[src/hw/rtl/dwvs_pkg.sv]
// ============================================================================
// dwvs_pkg
// Shared types, constants and tables of the dynamic window velocity select.
// ============================================================================
`default_nettype none

package dwvs_pkg;

    localparam int SAMPLES_PER_AXIS_DEF = 3;
    localparam int CORDIC_STEPS_DEF     = 16;
    localparam int CORDIC_STEPS_MAX     = 24;

    localparam int LIN_STEP   = 9830;   // 0.6 m/s^2 * 0.5 s, Q1.15
    localparam int ANG_STEP   = 26214;  // 1.6 rad/s^2 * 0.5 s, Q1.15
    localparam int PI_Q13     = 25736;
    localparam int TWO_PI_Q13 = 51472;
    localparam logic signed [32:0] HALF_PI_Z = 33'sd843314857;

    localparam logic [14:0] MAX_LIN_RST  = 15'd18022;
    localparam logic [14:0] MAX_TURN_RST = 15'd26214;

    localparam int CFG_IDX_W = 8;
    typedef enum logic [CFG_IDX_W-1:0] {
        CFG_MAX_LINEAR = 8'd0,
        CFG_MAX_TURN   = 8'd1
    } cfg_idx_t;

    typedef struct packed {
        logic signed [31:0] pose_x;
        logic signed [31:0] pose_y;
        logic signed [15:0] pose_heading;
        logic signed [31:0] goal_x;
        logic signed [31:0] goal_y;
        logic        [31:0] obstacle_range;
        logic signed [15:0] cur_linear;
        logic signed [15:0] cur_angular;
    } in_beat_t;

    typedef struct packed {
        logic        [14:0] cmd_linear;
        logic signed [15:0] cmd_angular;
        logic               found;
    } out_beat_t;

    // atan(2^-i) in units of 2^-29 rad
    function automatic logic signed [32:0] atan_z(input int i);
        logic signed [32:0] r;
        unique case (i)
            0:  r = 33'sd421657428;
            1:  r = 33'sd248918915;
            2:  r = 33'sd131521918;
            3:  r = 33'sd66762579;
            4:  r = 33'sd33510843;
            5:  r = 33'sd16771758;
            6:  r = 33'sd8387925;
            7:  r = 33'sd4194219;
            8:  r = 33'sd2097141;
            9:  r = 33'sd1048575;
            10: r = 33'sd524288;
            11: r = 33'sd262144;
            12: r = 33'sd131072;
            13: r = 33'sd65536;
            14: r = 33'sd32768;
            15: r = 33'sd16384;
            16: r = 33'sd8192;
            17: r = 33'sd4096;
            18: r = 33'sd2048;
            19: r = 33'sd1024;
            20: r = 33'sd512;
            21: r = 33'sd256;
            22: r = 33'sd128;
            23: r = 33'sd64;
            default: r = 33'sd0;
        endcase
        return r;
    endfunction

endpackage

`default_nettype wire

[src/hw/rtl/dwvs_window.sv]
// ============================================================================
// dwvs_window
// Velocity windows, evenly spaced samples and braking-distance check.
// ============================================================================
`default_nettype none

module dwvs_window #(
    parameter int N   = dwvs_pkg::SAMPLES_PER_AXIS_DEF,
    parameter int DLY = 13
) (
    input  wire                        clk,
    input  wire                        en,
    input  dwvs_pkg::in_beat_t         in_data,
    input  wire  [14:0]                max_lin,
    input  wire  [14:0]                max_turn,
    output logic [14:0]                v_o [N],
    output logic signed [15:0]         w_o [N],
    output logic [N-1:0]               ok_o,
    output logic signed [15:0]         heading_o
);

    localparam logic [24:0] RECIP = 25'((2**24 + N - 2) / (N - 1));
    localparam logic [19:0] RECIP3 = 20'd349526;  // ceil(2^20 / 3)
    localparam int FW = N * 31 + N + 16;

    // stage 1: windows
    logic [14:0]        vlo_reg, vspan_reg;
    logic signed [15:0] wlo_reg;
    logic [15:0]        wspan_reg;
    logic [31:0]        range_reg [5];
    logic signed [15:0] head_reg [5];

    logic signed [17:0] vl, vh, wl, wh, vmx, wmx;

    always_comb
    begin
        vmx = {3'b000, max_lin};
        wmx = {3'b000, max_turn};
        vl  = 18'(in_data.cur_linear) - 18'sd9830;
        vh  = 18'(in_data.cur_linear) + 18'sd9830;
        wl  = 18'(in_data.cur_angular) - 18'sd26214;
        wh  = 18'(in_data.cur_angular) + 18'sd26214;
        if (vl < 0) vl = '0; else if (vl > vmx) vl = vmx;
        if (vh < 0) vh = '0; else if (vh > vmx) vh = vmx;
        if (wl < -wmx) wl = -wmx; else if (wl > wmx) wl = wmx;
        if (wh < -wmx) wh = -wmx; else if (wh > wmx) wh = wmx;
    end

    always_ff @(posedge clk)
    begin
        if (en)
        begin
            vlo_reg      <= vl[14:0];
            vspan_reg    <= 15'(vh - vl);
            wlo_reg      <= wl[15:0];
            wspan_reg    <= 16'(wh - wl);
            range_reg[0] <= in_data.obstacle_range;
            head_reg[0]  <= in_data.pose_heading;
            for (int k = 1; k < 5; k++)
            begin
                range_reg[k] <= range_reg[k-1];
                head_reg[k]  <= head_reg[k-1];
            end
        end
    end

    // stages 2..6: per-sample lanes
    logic [18:0]        pv_reg [N], pw_reg [N];
    logic [14:0]        vlo2_reg;
    logic signed [15:0] wlo2_reg;
    logic [14:0]        v3_reg [N], v4_reg [N], v5_reg [N];
    logic signed [15:0] w3_reg [N], w4_reg [N], w5_reg [N];
    logic [29:0]        sq_reg [N];
    logic [16:0]        t_reg [N];
    logic [N-1:0]       ok_reg;

    for (genvar i = 0; i < N; i++) begin : g_lane
        logic [43:0] prod_v, prod_w;
        logic [15:0] qv, qw;
        logic [32:0] five_sq;
        logic [37:0] prod_t;
        logic [17:0] need;

        assign prod_v  = 44'(pv_reg[i]) * 44'(RECIP);
        assign prod_w  = 44'(pw_reg[i]) * 44'(RECIP);
        assign qv      = prod_v[39:24];
        assign qw      = prod_w[39:24];
        assign five_sq = 33'(sq_reg[i]) * 33'd5;
        assign prod_t  = 38'(five_sq[32:15]) * 38'(RECIP3);
        assign need    = 18'(t_reg[i]) + 18'(v5_reg[i]);

        always_ff @(posedge clk)
        begin
            if (en)
            begin
                pv_reg[i] <= 19'(vspan_reg) * 19'(i);
                pw_reg[i] <= 19'(wspan_reg) * 19'(i);
                v3_reg[i] <= vlo2_reg + qv[14:0];
                w3_reg[i] <= 16'(17'(wlo2_reg) + 17'({1'b0, qw}));
                sq_reg[i] <= 30'(v3_reg[i]) * 30'(v3_reg[i]);
                v4_reg[i] <= v3_reg[i];
                w4_reg[i] <= w3_reg[i];
                t_reg[i]  <= prod_t[36:20];
                v5_reg[i] <= v4_reg[i];
                w5_reg[i] <= w4_reg[i];
                ok_reg[i] <= {14'd0, need} < range_reg[4];
            end
        end
    end

    always_ff @(posedge clk)
    begin
        if (en)
        begin
            vlo2_reg <= vlo_reg;
            wlo2_reg <= wlo_reg;
        end
    end

    // stage 6 outputs packed and delayed to line up with the bearing
    logic [FW-1:0] flat;
    logic [FW-1:0] dly_in;
    logic [FW-1:0] dly_reg [1:DLY];

    always_comb
    begin
        flat = '0;
        for (int i = 0; i < N; i++)
        begin
            flat[i*31 +: 15]      = v5_reg[i];
            flat[i*31 + 15 +: 16] = w5_reg[i];
        end
        flat[N*31 +: N]      = ok_reg;
        flat[N*32 +: 16]     = head_reg[4];
    end

    // ok_reg sits one stage after v5/w5 and head_reg[4]: delay those once more
    logic [FW-1:0] vw_hold_reg;

    always_ff @(posedge clk)
    begin
        if (en)
        begin
            vw_hold_reg <= flat;
        end
    end

    always_comb
    begin
        dly_in = vw_hold_reg;
        dly_in[N*31 +: N] = ok_reg;
    end

    for (genvar k = 1; k <= DLY; k++) begin : g_dly
        if (k == 1) begin : g_first
            always_ff @(posedge clk)
            begin
                if (en)
                begin
                    dly_reg[k] <= dly_in;
                end
            end
        end
        else begin : g_next
            always_ff @(posedge clk)
            begin
                if (en)
                begin
                    dly_reg[k] <= dly_reg[k-1];
                end
            end
        end
    end

    for (genvar i = 0; i < N; i++) begin : g_out
        assign v_o[i] = dly_reg[DLY][i*31 +: 15];
        assign w_o[i] = dly_reg[DLY][i*31 + 15 +: 16];
    end
    assign ok_o      = dly_reg[DLY][N*31 +: N];
    assign heading_o = dly_reg[DLY][N*32 +: 16];

endmodule

`default_nettype wire

[config.mk]
export PLATFORM = sky130hd
export DESIGN_NAME = dwvs_window
export DESIGN_NICKNAME = d
export VERILOG_FILES = /design/src/hw/rtl/dwvs_pkg.sv /design/src/hw/rtl/dwvs_window.sv
export SDC_FILE = /design/constraint.sdc
export NUM_CORES = 2
export LEC_CHECK = 0
export BUFFER_PORTS_ARGS = -buffer_cell sky130_fd_sc_hd__buf_4
export CAP_MARGIN = 5
export CORE_MARGIN = 2
export CORE_UTILIZATION = 35
export CTS_CLUSTER_SIZE = 12
export DETAILED_ROUTE_END_ITERATION = 8
export SYNTH_ARGS = -nofsm -noshare
export SYNTH_HDL_FRONTEND = slang
export SYNTH_SLANG_ARGS = --single-unit
[constraint.sdc]
create_clock -name clk -period 25.6 [get_ports clk]
set_input_delay 1.28 -clock clk [delete_from_list [all_inputs] [get_ports clk]]
set_output_delay 1.28 -clock clk [all_outputs]
set_load 0.05 [all_outputs]
==> run metrics <==
Avg Vias per Cell 4.54; Max H-tree Level 4; post-synth cell types between 90 and 100; Detailed Route Iter0 Violations between 3000 and 4000; reg2reg start sq_reg[0][35]; Required @ worst endpoint approximately 26000 ps; clock sink total 2346; initial antenna violation count 5; global placement routability congestion roughly 0.84; most used cell along the critical path ha_1; DR pass1 iterations 5; Routed WL between 200 and 250 mm; Layout Skew 75.4 ps; Startpoint Class register; CTS Buffer Depth 4; CP Capture Type register; Yosys Warn Count 0; Fillers around 32000; worst hold path class reg2reg; I/O Buffers 223; crit path from sq_reg[0][35]; CTS Root Cell clkbuf_16; GR Util All Layers 0.118; EDFF count, synth 2346; Final Hold Viols 0; clock tree from TritonCTS built; sequential area share after synthesis 0.583; Synth Flop Type edfxtp_1; Synth Register Bits around 2300; DR WL/cell 15.7 µm; DRC viols 0; cells after synthesis 8139; postcts setup bufs 0; DR vias 59700; final slew viol count 0; slowest stage delay, CP 750 ps; Fmax a little over 0.1 GHz; hpwl dp 152 mm; Setup WS post-layout 15820 ps; Die Width about 600 µm; starting density of the core 0.352; CTS clk-pin slew, worst paths 60 ps; Final period util 0.382; TNS Setup 0 ps; Synth top area share 0.583; top cells by area, synth edfxtp_1 58%, ha_1 12%, fa_1 12%, inv_1 3.7%, xnor2_1 2.1%; Post-DRT Antenna Nets 0; setup violators final 0; slowest CP cell xnor2_1; Worst-Skew Late Latency 900 ps; top cell type by total area after synthesis edfxtp_1; Area Overhead vs Synth 11.5%; hold buffers post-CTS 0; pre-CTS WS roughly 16000 ps; Tmin final 9780 ps; first-pass GRT wire length 335 mm; Die Ht slightly below 600 µm; Top-Level Pins roughly 350; max reg flops around 1500; mapped cell area 121000 µm²; Max Cap Violations 0; RSZ-0062 raised after global routing no; Worst Path Arrival 10370 ps; run status complete, no violations; die area 350000 µm²; Async SR Flop Fraction 0; vias in the first global route about 63000; worst slew pin tran approximately 1100 ps; Synth Net Count between 10000 and 15000; crit path kind reg2reg; largest net degree at the start of global routing 181; hold_ws 365 ps; Post-CTS Resized 0; hold_sp dly_reg[0][286]; GRT overflow 0; Final Net Count 10600; core area 344000 µm²; ratio of cells with drive above 1 in the final layout 0.0733; Num CTS Buffers ~240; synthesized area per cell 14.9 µm²; worst rel slew slack 0.283; cell row count 215; crit path max fanout 5
cell families after synthesis:
family	Yosys count	synth area share
buffers and inverters	1391	0.0467
adders and majority gates	1893	0.241
xor gates and xnor gates	431	0.0314
and+or+nand+nor	1186	0.0492
DFF	2346	0.583
muxes	35	0.00297
AOI/OAI and AO/OA	857	0.0466
layout make-up:
cell class / count / area, µm² / area share
clock buffer: 283 / 6230 / 0.0462
timing repair buffer: 263 / 2030 / 0.0151
antenna: 2 / 5.00 / 0.0000371
inverter: 1199 / 4500 / 0.0334
tap: 4557 / 5700 / 0.0423
multi-input combinational: 4402 / 44800 / 0.332
sequential: 2346 / 70400 / 0.522
clock inverter: 83 / 1110 / 0.00824
cells in the mapped netlist, types with 120 or more instances:
library cell / number
and2_1: 218
a21o_1: 120
edfxtp_1: 2346
xnor2_1: 284
xor2_1: 145
o21ai_0: 159
fa_1: 719
ha_1: 1174
inv_1: 1199
nand2_1: 280
nor2_1: 268
a21oi_1: 256
final timing paths:
path / endpoint / slack [ps] / depth (start not counted)
max: t_reg[0][25] / 15820 / 31
min: dly_reg[0][398] / 370 / 0
max reg2reg: t_reg[0][25] / 15820 / 31
min reg2reg: dly_reg[0][398] / 370 / 0
cell usage in the layout (no fill, tap or decap), types with 32 or more instances in the layout:
cell,Yosys,final
a21o_1,120,120
a21oi_1,256,255
and2_1,218,218
and3_1,39,39
buf_4,112,259
clkbuf_1,74,40
clkbuf_16,0,243
edfxtp_1,2346,2346
fa_1,719,719
ha_1,1174,1174
inv_1,1199,1199
nand2_1,280,280
nand2b_1,64,64
nand3_1,58,58
nand4_1,36,36
nor2_1,268,268
nor2b_1,74,74
nor3_1,71,71
o21a_1,58,58
o21ai_0,159,159
o21bai_1,32,32
xnor2_1,284,284
xor2_1,145,145
routing by layer:
metal / GRT usage / up-vias / share of wire
met5: 0 / - / 0.000049
met4: 0.0328 / 2 / 0.024
met3: 0.0174 / 310 / 0.039
met2: 0.187 / 888 / 0.45
met1: 0.169 / 29400 / 0.48
li1: - / 29000 / -
per-stage QoR:
stage                     std cells  area [µm²]  utilization
after floorplan                8139      121000            -
after CTS                     13100      135000        0.393
after global placement        12800      128000        0.371
after detailed placement      12800      128000        0.371
final                         13100      135000        0.393
after global routing          13100      135000        0.393
critical path, delay by kind of cell (launching register included):
kind / cells / cell delay [ps]
AOI/OAI and AO/OA: 12 / 2990
DFF: 1 / 420
and+or+nand+nor: 6 / 1490
adders and majority gates: 9 / 3670
buffers and inverters: 2 / 100
xor gates and xnor gates: 2 / 840
Power is left out: the tool's default activity adds up to more than one toggle a clock period on the data nets, which glitch-free logic cannot reach.
