`src/hw/rtl/dwvs_pkg.sv`:
```
// ============================================================================
// dwvs_pkg
// Shared types, constants and tables of the dynamic window velocity select.
// ============================================================================
`default_nettype none

package dwvs_pkg;

    localparam int SAMPLES_PER_AXIS_DEF = 3;
    localparam int CORDIC_STEPS_DEF     = 16;
    localparam int CORDIC_STEPS_MAX     = 24;

    localparam int LIN_STEP   = 9830;   // 0.6 m/s^2 * 0.5 s, Q1.15
    localparam int ANG_STEP   = 26214;  // 1.6 rad/s^2 * 0.5 s, Q1.15
    localparam int PI_Q13     = 25736;
    localparam int TWO_PI_Q13 = 51472;
    localparam logic signed [32:0] HALF_PI_Z = 33'sd843314857;

    localparam logic [14:0] MAX_LIN_RST  = 15'd18022;
    localparam logic [14:0] MAX_TURN_RST = 15'd26214;

    localparam int CFG_IDX_W = 8;
    typedef enum logic [CFG_IDX_W-1:0] {
        CFG_MAX_LINEAR = 8'd0,
        CFG_MAX_TURN   = 8'd1
    } cfg_idx_t;

    typedef struct packed {
        logic signed [31:0] pose_x;
        logic signed [31:0] pose_y;
        logic signed [15:0] pose_heading;
        logic signed [31:0] goal_x;
        logic signed [31:0] goal_y;
        logic        [31:0] obstacle_range;
        logic signed [15:0] cur_linear;
        logic signed [15:0] cur_angular;
    } in_beat_t;

    typedef struct packed {
        logic        [14:0] cmd_linear;
        logic signed [15:0] cmd_angular;
        logic               found;
    } out_beat_t;

    // atan(2^-i) in units of 2^-29 rad
    function automatic logic signed [32:0] atan_z(input int i);
        logic signed [32:0] r;
        unique case (i)
            0:  r = 33'sd421657428;
            1:  r = 33'sd248918915;
            2:  r = 33'sd131521918;
            3:  r = 33'sd66762579;
            4:  r = 33'sd33510843;
            5:  r = 33'sd16771758;
            6:  r = 33'sd8387925;
            7:  r = 33'sd4194219;
            8:  r = 33'sd2097141;
            9:  r = 33'sd1048575;
            10: r = 33'sd524288;
            11: r = 33'sd262144;
            12: r = 33'sd131072;
            13: r = 33'sd65536;
            14: r = 33'sd32768;
            15: r = 33'sd16384;
            16: r = 33'sd8192;
            17: r = 33'sd4096;
            18: r = 33'sd2048;
            19: r = 33'sd1024;
            20: r = 33'sd512;
            21: r = 33'sd256;
            22: r = 33'sd128;
            23: r = 33'sd64;
            default: r = 33'sd0;
        endcase
        return r;
    endfunction

endpackage

`default_nettype wire

```
`src/hw/rtl/dwvs_score.sv`:
```
// ============================================================================
// dwvs_score
// Heading error per turn sample, best turn, best surviving forward speed.
// ============================================================================
`default_nettype none

module dwvs_score #(
    parameter int N = dwvs_pkg::SAMPLES_PER_AXIS_DEF
) (
    input  wire                        clk,
    input  wire                        en,
    input  wire signed [16:0]          bearing,
    input  wire signed [15:0]          heading,
    input  wire  [14:0]                v_i [N],
    input  wire signed [15:0]          w_i [N],
    input  wire  [N-1:0]               ok_i,
    output dwvs_pkg::out_beat_t        out_data
);

    // stage 1: wrapped absolute error per turn sample
    logic [15:0]        err_reg [N];
    logic signed [15:0] w1_reg [N];
    logic [14:0]        v1_reg [N];
    logic [N-1:0]       ok1_reg;

    for (genvar j = 0; j < N; j++) begin : g_err
        logic signed [18:0] e;
        always_comb
        begin
            e = 19'(bearing) - 19'(heading) - 19'(w_i[j] >>> 3);
            if (e > 19'(dwvs_pkg::PI_Q13))
                e = e - 19'(dwvs_pkg::TWO_PI_Q13);
            else if (e < -19'(dwvs_pkg::PI_Q13))
                e = e + 19'(dwvs_pkg::TWO_PI_Q13);
            if (e < 0)
                e = -e;
        end
        always_ff @(posedge clk)
        begin
            if (en)
            begin
                err_reg[j] <= e[15:0];
                w1_reg[j]  <= w_i[j];
                v1_reg[j]  <= v_i[j];
            end
        end
    end

    always_ff @(posedge clk)
    begin
        if (en)
        begin
            ok1_reg <= ok_i;
        end
    end

    // stage 2: the turn with the least error wins in every row (first one)
    logic signed [15:0] wb_reg;
    logic [14:0]        v2_reg [N];
    logic [N-1:0]       ok2_reg;
    logic [15:0]        emin;
    logic signed [15:0] wsel;

    always_comb
    begin
        emin = err_reg[0];
        wsel = w1_reg[0];
        for (int j = 1; j < N; j++)
        begin
            if (err_reg[j] < emin)
            begin
                emin = err_reg[j];
                wsel = w1_reg[j];
            end
        end
    end

    always_ff @(posedge clk)
    begin
        if (en)
        begin
            wb_reg  <= wsel;
            v2_reg  <= v1_reg;
            ok2_reg <= ok1_reg;
        end
    end

    // stage 3: rows share the error term, so the fastest surviving row wins
    logic        any;
    logic [14:0] vsel;

    always_comb
    begin
        any  = 1'b0;
        vsel = '0;
        for (int i = 0; i < N; i++)
        begin
            if (ok2_reg[i] && (!any || v2_reg[i] > vsel))
            begin
                any  = 1'b1;
                vsel = v2_reg[i];
            end
        end
    end

    always_ff @(posedge clk)
    begin
        if (en)
        begin
            out_data.cmd_linear  <= vsel;
            out_data.cmd_angular <= any ? wb_reg : 16'sd0;
            out_data.found       <= any;
        end
    end

endmodule

`default_nettype wire

```
`config.mk`:
```
export PLATFORM = sky130hd
export DESIGN_NAME = dwvs_score
export DESIGN_NICKNAME = d
export VERILOG_FILES = /design/src/hw/rtl/dwvs_pkg.sv /design/src/hw/rtl/dwvs_score.sv
export SDC_FILE = /design/constraint.sdc
export NUM_CORES = 1
export LEC_CHECK = 0
export ABC_CLOCK_PERIOD_IN_PS = 6800
export BUFFER_PORTS_ARGS = -buffer_cell sky130_fd_sc_hd__buf_2
export CORE_MARGIN = 3
export CORE_UTILIZATION = 23
export CTS_CLUSTER_SIZE = 8
export DETAILED_ROUTE_END_ITERATION = 7
export GPL_TIMING_DRIVEN = 1
export SLEW_MARGIN = 5
export SYNTH_ARGS = -nofsm -noshare
export SYNTH_HDL_FRONTEND = slang
export SYNTH_SLANG_ARGS = --single-unit
```
`constraint.sdc`:
```
create_clock -name clk -period 6.8 [get_ports clk]
set_input_delay 0.34 -clock clk [delete_from_list [all_inputs] [get_ports clk]]
set_output_delay 0.34 -clock clk [all_outputs]
set_load 0.01 [all_outputs]
```
==> results.md, run 1 <==
- Syn Area/Cell: 10.48 sq um
- Min-delay src: w_i[28]
- Yosys reg bits: 240
- GRT Overall Usage: 0.1284
- Largest net degree at the start of global routing: 144
- CTS tree: built
- Final worst-path cycle share: 0.9231
- Setup TNS after final layout: 0 ns
- Worst-path clk slew: 0.05 ns
- Worst r2r src: ok2_reg[0]$_DFFE_PP_
- Worst slew pin tran: around 0.81 ns
- Worst Path Max Fanout: 10
- Hold WC Path Type: input port to flop
- Synth area leader: edfxtp_1
- Final setup viols: 0
- Die Area: just under 80000 sq um
- Setup Buffers After CTS: 0
- Logic pwr share: 0.584
- F_max: 159.3 MHz
- Synth Warn #: 0
- Status: finished, final reports clean
- GPL Wtd Cong: around 0.90
- Count of final max-slew check failures: 0
- First-pass GRT wire length: 78.80 mm
- Vias/cell: 4.726
- Fin Hold WS: between 0.015 and 0.02 ns
- Seq/Total Area, Yosys: 0.4241
- Top-area cell type share of the netlist area: 0.4241
- RSZ-0062 raised after global routing: no
- Post-place setup slack: -0.1960 ns
- Top FF cell, synth: edfxtp_1
- Vias in the first global route: around 14k
- Root buffer cell: clkbuf_16
- Final ANT Viol Nets: 0
- Element type at the critical path end: flop
- Tmin final: 6.277 ns
- Max VDD drop: 0.2435 mV
- Critical path class: input port to flop
- Clock sink count: 240
- Leak Pwr: 9.199 nW
- H-Tree Depth: 2
- Rel. slew slack: 0.4536
- Final Net Count: 2287
- Critical Path AT: 6.57 ns
- Part of the power in the clock network: 0.176
- Placed Area: 20080 sq um
- Family with the most delay on the worst path: compound AO/OA/AOI/OAI gates
- Die height: between 200 and 300 um
- Final instance area: between 20000 and 25000 sq um
- Area Overhead vs Synth: 28.69%
- Fin Clk Skew: a little under 0.03 ns
- Cell mode on critical path: a21o_1
- Overflow after GRT: 0
- Core area: 73080 sq um
- Final hold viol count: 0
- Initial DRC Count: 882
- WP buf/inv: 4
- Worst setup margin: 0.5229 ns
- Crit. Startpoint: bearing[0]
- Residual DRC count: 0
- Total number of vias: approximately 14k
- Cells after synthesis: between 1.5k and 2k
- Most common cell in the netlist: edfxtp_1
- Crit-path slowest cell: o311ai_1
- TritonCTS Buffers: 37
- Die width: around 280 um
- Sw frac: 0.4055
- Synth unique cells: 100
- FP Rows: between 90 and 100
- Seq pwr share: 0.241
- I/O pin count: 163
- Critical Path RT: a little over 7 ns
- Startpoint Class: input port
- NetSw: 0.003886 W
- Ys async rst share: 0
- PwrDens: 438.3 nW/um^2
- Drt total wl: 51.46 mm
- Slowest stage delay, CP: about 0.75 ns
- Ranking of synthesized cells by area: edfxtp_1, ha_1, xnor2_1
- Initial Utilization: 0.2325
- Max-cap violations: 0
- Commonest cells post-synth: edfxtp_1, ha_1, inv_1
- Synth Cell Area: roughly 17000 sq um
- Initial antenna violation count: 4
- Total power: 0.009585 W
- TritonRoute pass-1 iters: 5
- Input/output buffers: 162
- WL/cell: 17.29 um
- Internal Pwr Total: 0.005698 W
- Syn nets: around 1.9k
- Clk buf depth: 3
- Dpl hpwl: 40.41 mm
- Worst-Skew Late Latency: 0.54 ns
- Layout cell share with drive strength beyond 1: 0.2279
- Post-synth EDFFs: 240
[repair_timing]
| item | 4_1_cts | 5_1_grt |
|---|---|---|
| endpoints found under the hold margin | 69 | 0 |
| hold buffers | 69 | 0 |
| gates resized for setup | 0 | 10 |
| setup endpoints to repair | 0 | 19 |
[cell type report]
type / instances / area (sq um)
fillers: 7592 / 51210
multi-input cells: 1204 / 9193
flip-flops and latches: 240 / 7207
repair buffers: 384 / 2685
well taps: 959 / 1200
clock buffers: 38 / 929.6
inverters: 142 / 533.0
clock inverters: 6 / 112.6
diodes: 4 / 10.01
[path summary, 6_finish.rpt]
| kind | to | slack [ns] | cells after the start |
|---|---|---|---|
| max | err_reg[0][27]$_DFFE_PP_ | 0.52 | 29 |
| min | w1_reg[0][28]$_DFFE_PP_ | 0.02 | 1 |
| max reg2reg | out_data[17]$_DFFE_PP_ | 1.00 | 30 |
| min reg2reg | v2_reg[2]$_DFFE_PP_ | 0.41 | 0 |
[through the flow]
step | utilization | std cells
3_3_place_gp | 0.2747 | 2860
6_report | 0.2992 | 2977
2_1_floorplan | - | 1621
5_1_grt | 0.2992 | 2975
4_1_cts | 0.2984 | 2973
3_5_place_dp | 0.2747 | 2860
[metal layers]
metal | global-route usage | wire length, um
met5 | 0 | 0
met2 | 0.2017 | 22540
met3 | 0.02247 | 2994
met4 | 0.03669 | 1404
met1 | 0.1805 | 24520
[cell families after synthesis]
group | synth area share
flip-flops | 0.4241
buffers and inverters | 0.03983
multiplexers | 0.05772
AO/OA/AOI/OAI | 0.1744
XOR/XNOR | 0.06273
adder cells (fa/ha/maj) | 0.1100
AND/OR/NAND/NOR | 0.1312
[placed cells by master (no fill, tap or decap), types with 40 or more instances in the layout]
master / count
edfxtp_1: 240
buf_2: 161
buf_4: 151
ha_1: 143
inv_1: 141
nor2_1: 94
a21oi_1: 80
xnor2_1: 80
nand2_1: 77
dlygate4sd3_1: 69
o21ai_0: 67
mux2_2: 48
a21o_1: 47
mux2i_1: 44
nor3_1: 40
[power groups by stage]
stage               sequential, W  combinational [W]  clock (W)
floorplan                 0.00228            0.00357          0
global placement          0.00232            0.00537          0
detailed placement        0.00233            0.00547          0
CTS                       0.00231            0.00554    0.00173
global route              0.00234            0.00612    0.00180
finish                    0.00231            0.00559    0.00168
Power figures use the tool's default switching activity.
==> run 2: changes to the inputs <==
--- a/config.mk
+++ b/config.mk
@@ -12,6 +12,7 @@
 export CTS_CLUSTER_SIZE = 8
 export DETAILED_ROUTE_END_ITERATION = 7
 export GPL_TIMING_DRIVEN = 1
+export PLACE_DENSITY = 0.38
 export SLEW_MARGIN = 5
 export SYNTH_ARGS = -nofsm -noshare
 export SYNTH_HDL_FRONTEND = slang
==> run 2 against run 1 <==
Net effect: register-to-register slack lost 0.39 ns; maximum frequency is essentially flat; via count shrank 3.3%; wire length grew 5.0%; utilization grew 0.11 points; count of clock-buffer cells in the layout grew 5; design area grew 0.37%; global-route usage grew 1.0 points; setup slack lost 0.0026 ns; sequential share of layout area shrank 0.12 points; critical endpoint is now err_reg[0][12]$_DFFE_PP_; largest cell class unchanged; largest power group unchanged.
==> results.md, run 2 (same netlist as run 1, synthesis figures left out) <==
- Post-place setup slack: -0.4089 ns (-0.2129 ns)
- Residual DRC count: 0 (unchanged)
- Met3 WL: 2.298 mm (-23%)
- Worst R2R Path Depth: 29 (-3.3%)
- TritonRoute pass-1 iters: 4 (-1)
- Final hold viol count: 0 (unchanged)
- Root buffer cell: clkbuf_16
- Layout cell share with drive strength beyond 1: 0.2250 (-0.002880)
- Logic pwr share: 0.581 (-0.003)
- Final Net Count: 2290 (+0.13%)
- Critical Path RT: 7.08 ns (about the same)
- Met1 wire length: 25.17 mm (+2.6%)
- Input/output buffers: 162 (unchanged)
- Crit-path slowest cell: or4_2
- Placed insts: 2851 (-0.31%)
- Leak Pwr: 9.222 nW (+0.25%)
- Clock sink count: 240 (unchanged)
- Top Layer Used: met4
- Commonest non-fill, non-tap cell in the layout: edfxtp_1
- Cell count of the worst hold path: 1 (unchanged)
- Most frequent cells in the layout: edfxtp_1, buf_2, ha_1, buf_4, inv_1
- Layout Cells excl Fill: 2982 (+0.17%)
- Initial Utilization: 0.2325 (unchanged)
- Core area: 73080 sq um (unchanged)
- Max VDD drop: 0.1947 mV (-20%)
- DR WL met2: 25.20 mm (+12%)
- Count of final max-slew check failures: 0 (unchanged)
- First-pass GRT wire length: 82.86 mm (+5.1%)
- Fin Clk Skew: 0.01224 ns (-0.01747 ns)
- Total number of vias: 13.61k (-3.3%)
- Overflow after GRT: 0 (unchanged)
- Final ANT Viol Nets: 0 (unchanged)
- Cell mode on critical path: a21o_1
- CTS tree: built
- Tmin final: 6.280 ns (+0.002598 ns)
- Slowest stage delay, CP: 0.74 ns (about the same)
- Seq pwr share: 0.241 (about the same)
- Hold WC Path Type: input port to flop
- Final setup viols: 0 (unchanged)
- Final worst-path cycle share: 0.9235 (about the same)
- TritonCTS Buffers: 37 (unchanged)
- Die Area: 77180 sq um (unchanged)
- Final instance area: 21950 sq um (+0.37%)
- Critical path class: input port to flop
- Placed Area: 20010 sq um (-0.34%)
- GPL Wtd Cong: 0.8442 (-6.2%)
- Worst Path Max Fanout: 6 (-4)
- Rel. slew slack: 0.2941 (-0.1595)
- Vias/cell: 4.563 (-3.4%)
- GRT Overall Usage: 0.1387 (+0.01027)
- Sw frac: 0.4034 (-0.002092)
- F_max: 159.2 MHz (about the same)
- Largest net degree at the start of global routing: 165 (+15%)
- FP Rows: 99 (unchanged)
- Worst-Skew Late Latency: 0.54 ns (about the same)
- PwrDens: 436.8 nW/um^2 (-0.34%)
- Critical Path AT: 6.56 ns (about the same)
- I/O pin count: 163 (unchanged)
- Setup Buffers After CTS: 0 (unchanged)
- Vias in the first global route: 13.73k (-0.073%)
- Internal Pwr Total: 0.005720 W (+0.38%)
- Startpoint Class: input port
- Initial DRC Count: 634 (-28%)
- Clk buf depth: 3 (unchanged)
- Total power: 0.009587 W (about the same)
- Worst-path clk slew: 0.05 ns (about the same)
- WL/cell: 18.11 um (+4.8%)
- Worst setup margin: 0.5203 ns (-0.002598 ns)
- Status: finished, final reports clean
- Die height: 277.8 um (unchanged)
- NetSw: 0.003867 W (-0.49%)
- Die width: 277.8 um (unchanged)
- Element type at the critical path end: flop
- Part of the power in the clock network: 0.179 (+0.003)
- Initial antenna violation count: 1 (-3)
- H-Tree Depth: 2 (unchanged)
- Dpl hpwl: 43.16 mm (+6.8%)
- Worst slew pin tran: 1.059 ns (+0.2519 ns)
- Area Overhead vs Synth: 29.16%
- Max-cap violations: 0 (unchanged)
- Drt total wl: 54.02 mm (+5.0%)
## run 2: final timing paths
check / start / to / slack, ns
hold / removal: w_i[24] / w1_reg[0][24]$_DFFE_PP_ / 0.03
hold reg to reg: v1_reg[25]$_DFFE_PP_ / v2_reg[25]$_DFFE_PP_ / 0.42
setup reg to reg: ok2_reg[0]$_DFFE_PP_ / out_data[17]$_DFFE_PP_ / 0.61
setup / recovery: bearing[0] / err_reg[0][12]$_DFFE_PP_ / 0.52
## run 2: through the flow
step                 TNS (ns)    util  hold slack (ns)
floorplan                   0       -           0.4003
global placement       -1.822  0.2738           0.4023
detailed placement     -3.668  0.2738           0.4045
CTS                         0  0.2992         0.004375
global route        -0.002662  0.3003         0.009633
finish                      0  0.3003          0.03063
## run 2: timing repair
item                       CTS  global route
gates resized for setup      0            15
hold buffers                81             0
hold endpoints to repair    81             0
setup endpoints to repair    0            22
## run 2: power by group through the flow
stage	logic, W	clock network, W	registers (W)
2_1_floorplan	0.00357	0	0.00228
3_5_place_dp	0.00555	0	0.00234
4_1_cts	0.00562	0.00179	0.00232
6_report	0.00557	0.00171	0.00231
3_3_place_gp	0.00552	0	0.00234
5_1_grt	0.00622	0.00185	0.00234
## run 2: layer usage
layer | track usage | vias up
li1 | - | 6873
met1 | 0.1836 | 6369
met2 | 0.2336 | 296
met3 | 0.02222 | 70
met4 | 0.03899 | 0
met5 | 0 | -
## run 2: worst max-delay path: cells and delay by family
| kind | cells | cell delay (ns) |
|---|---|---|
| adder cells (fa/ha/maj) | 3 | 0.86 |
| buffers and inverters | 2 | 0.13 |
| AO/OA/AOI/OAI | 12 | 2.38 |
| multiplexers | 2 | 0.26 |
| AND/OR/NAND/NOR | 6 | 1.82 |
| XOR/XNOR | 3 | 0.74 |
## run 2: area by class of cell
class	count	area, sq um
diodes	1	2.502
repair buffers	387	2738
inverters	142	533.0
clock buffers	43	969.7
multi-input cells	1204	9221
flip-flops and latches	240	7207
well taps	959	1200
clock inverters	6	78.83
fillers	7620	51130
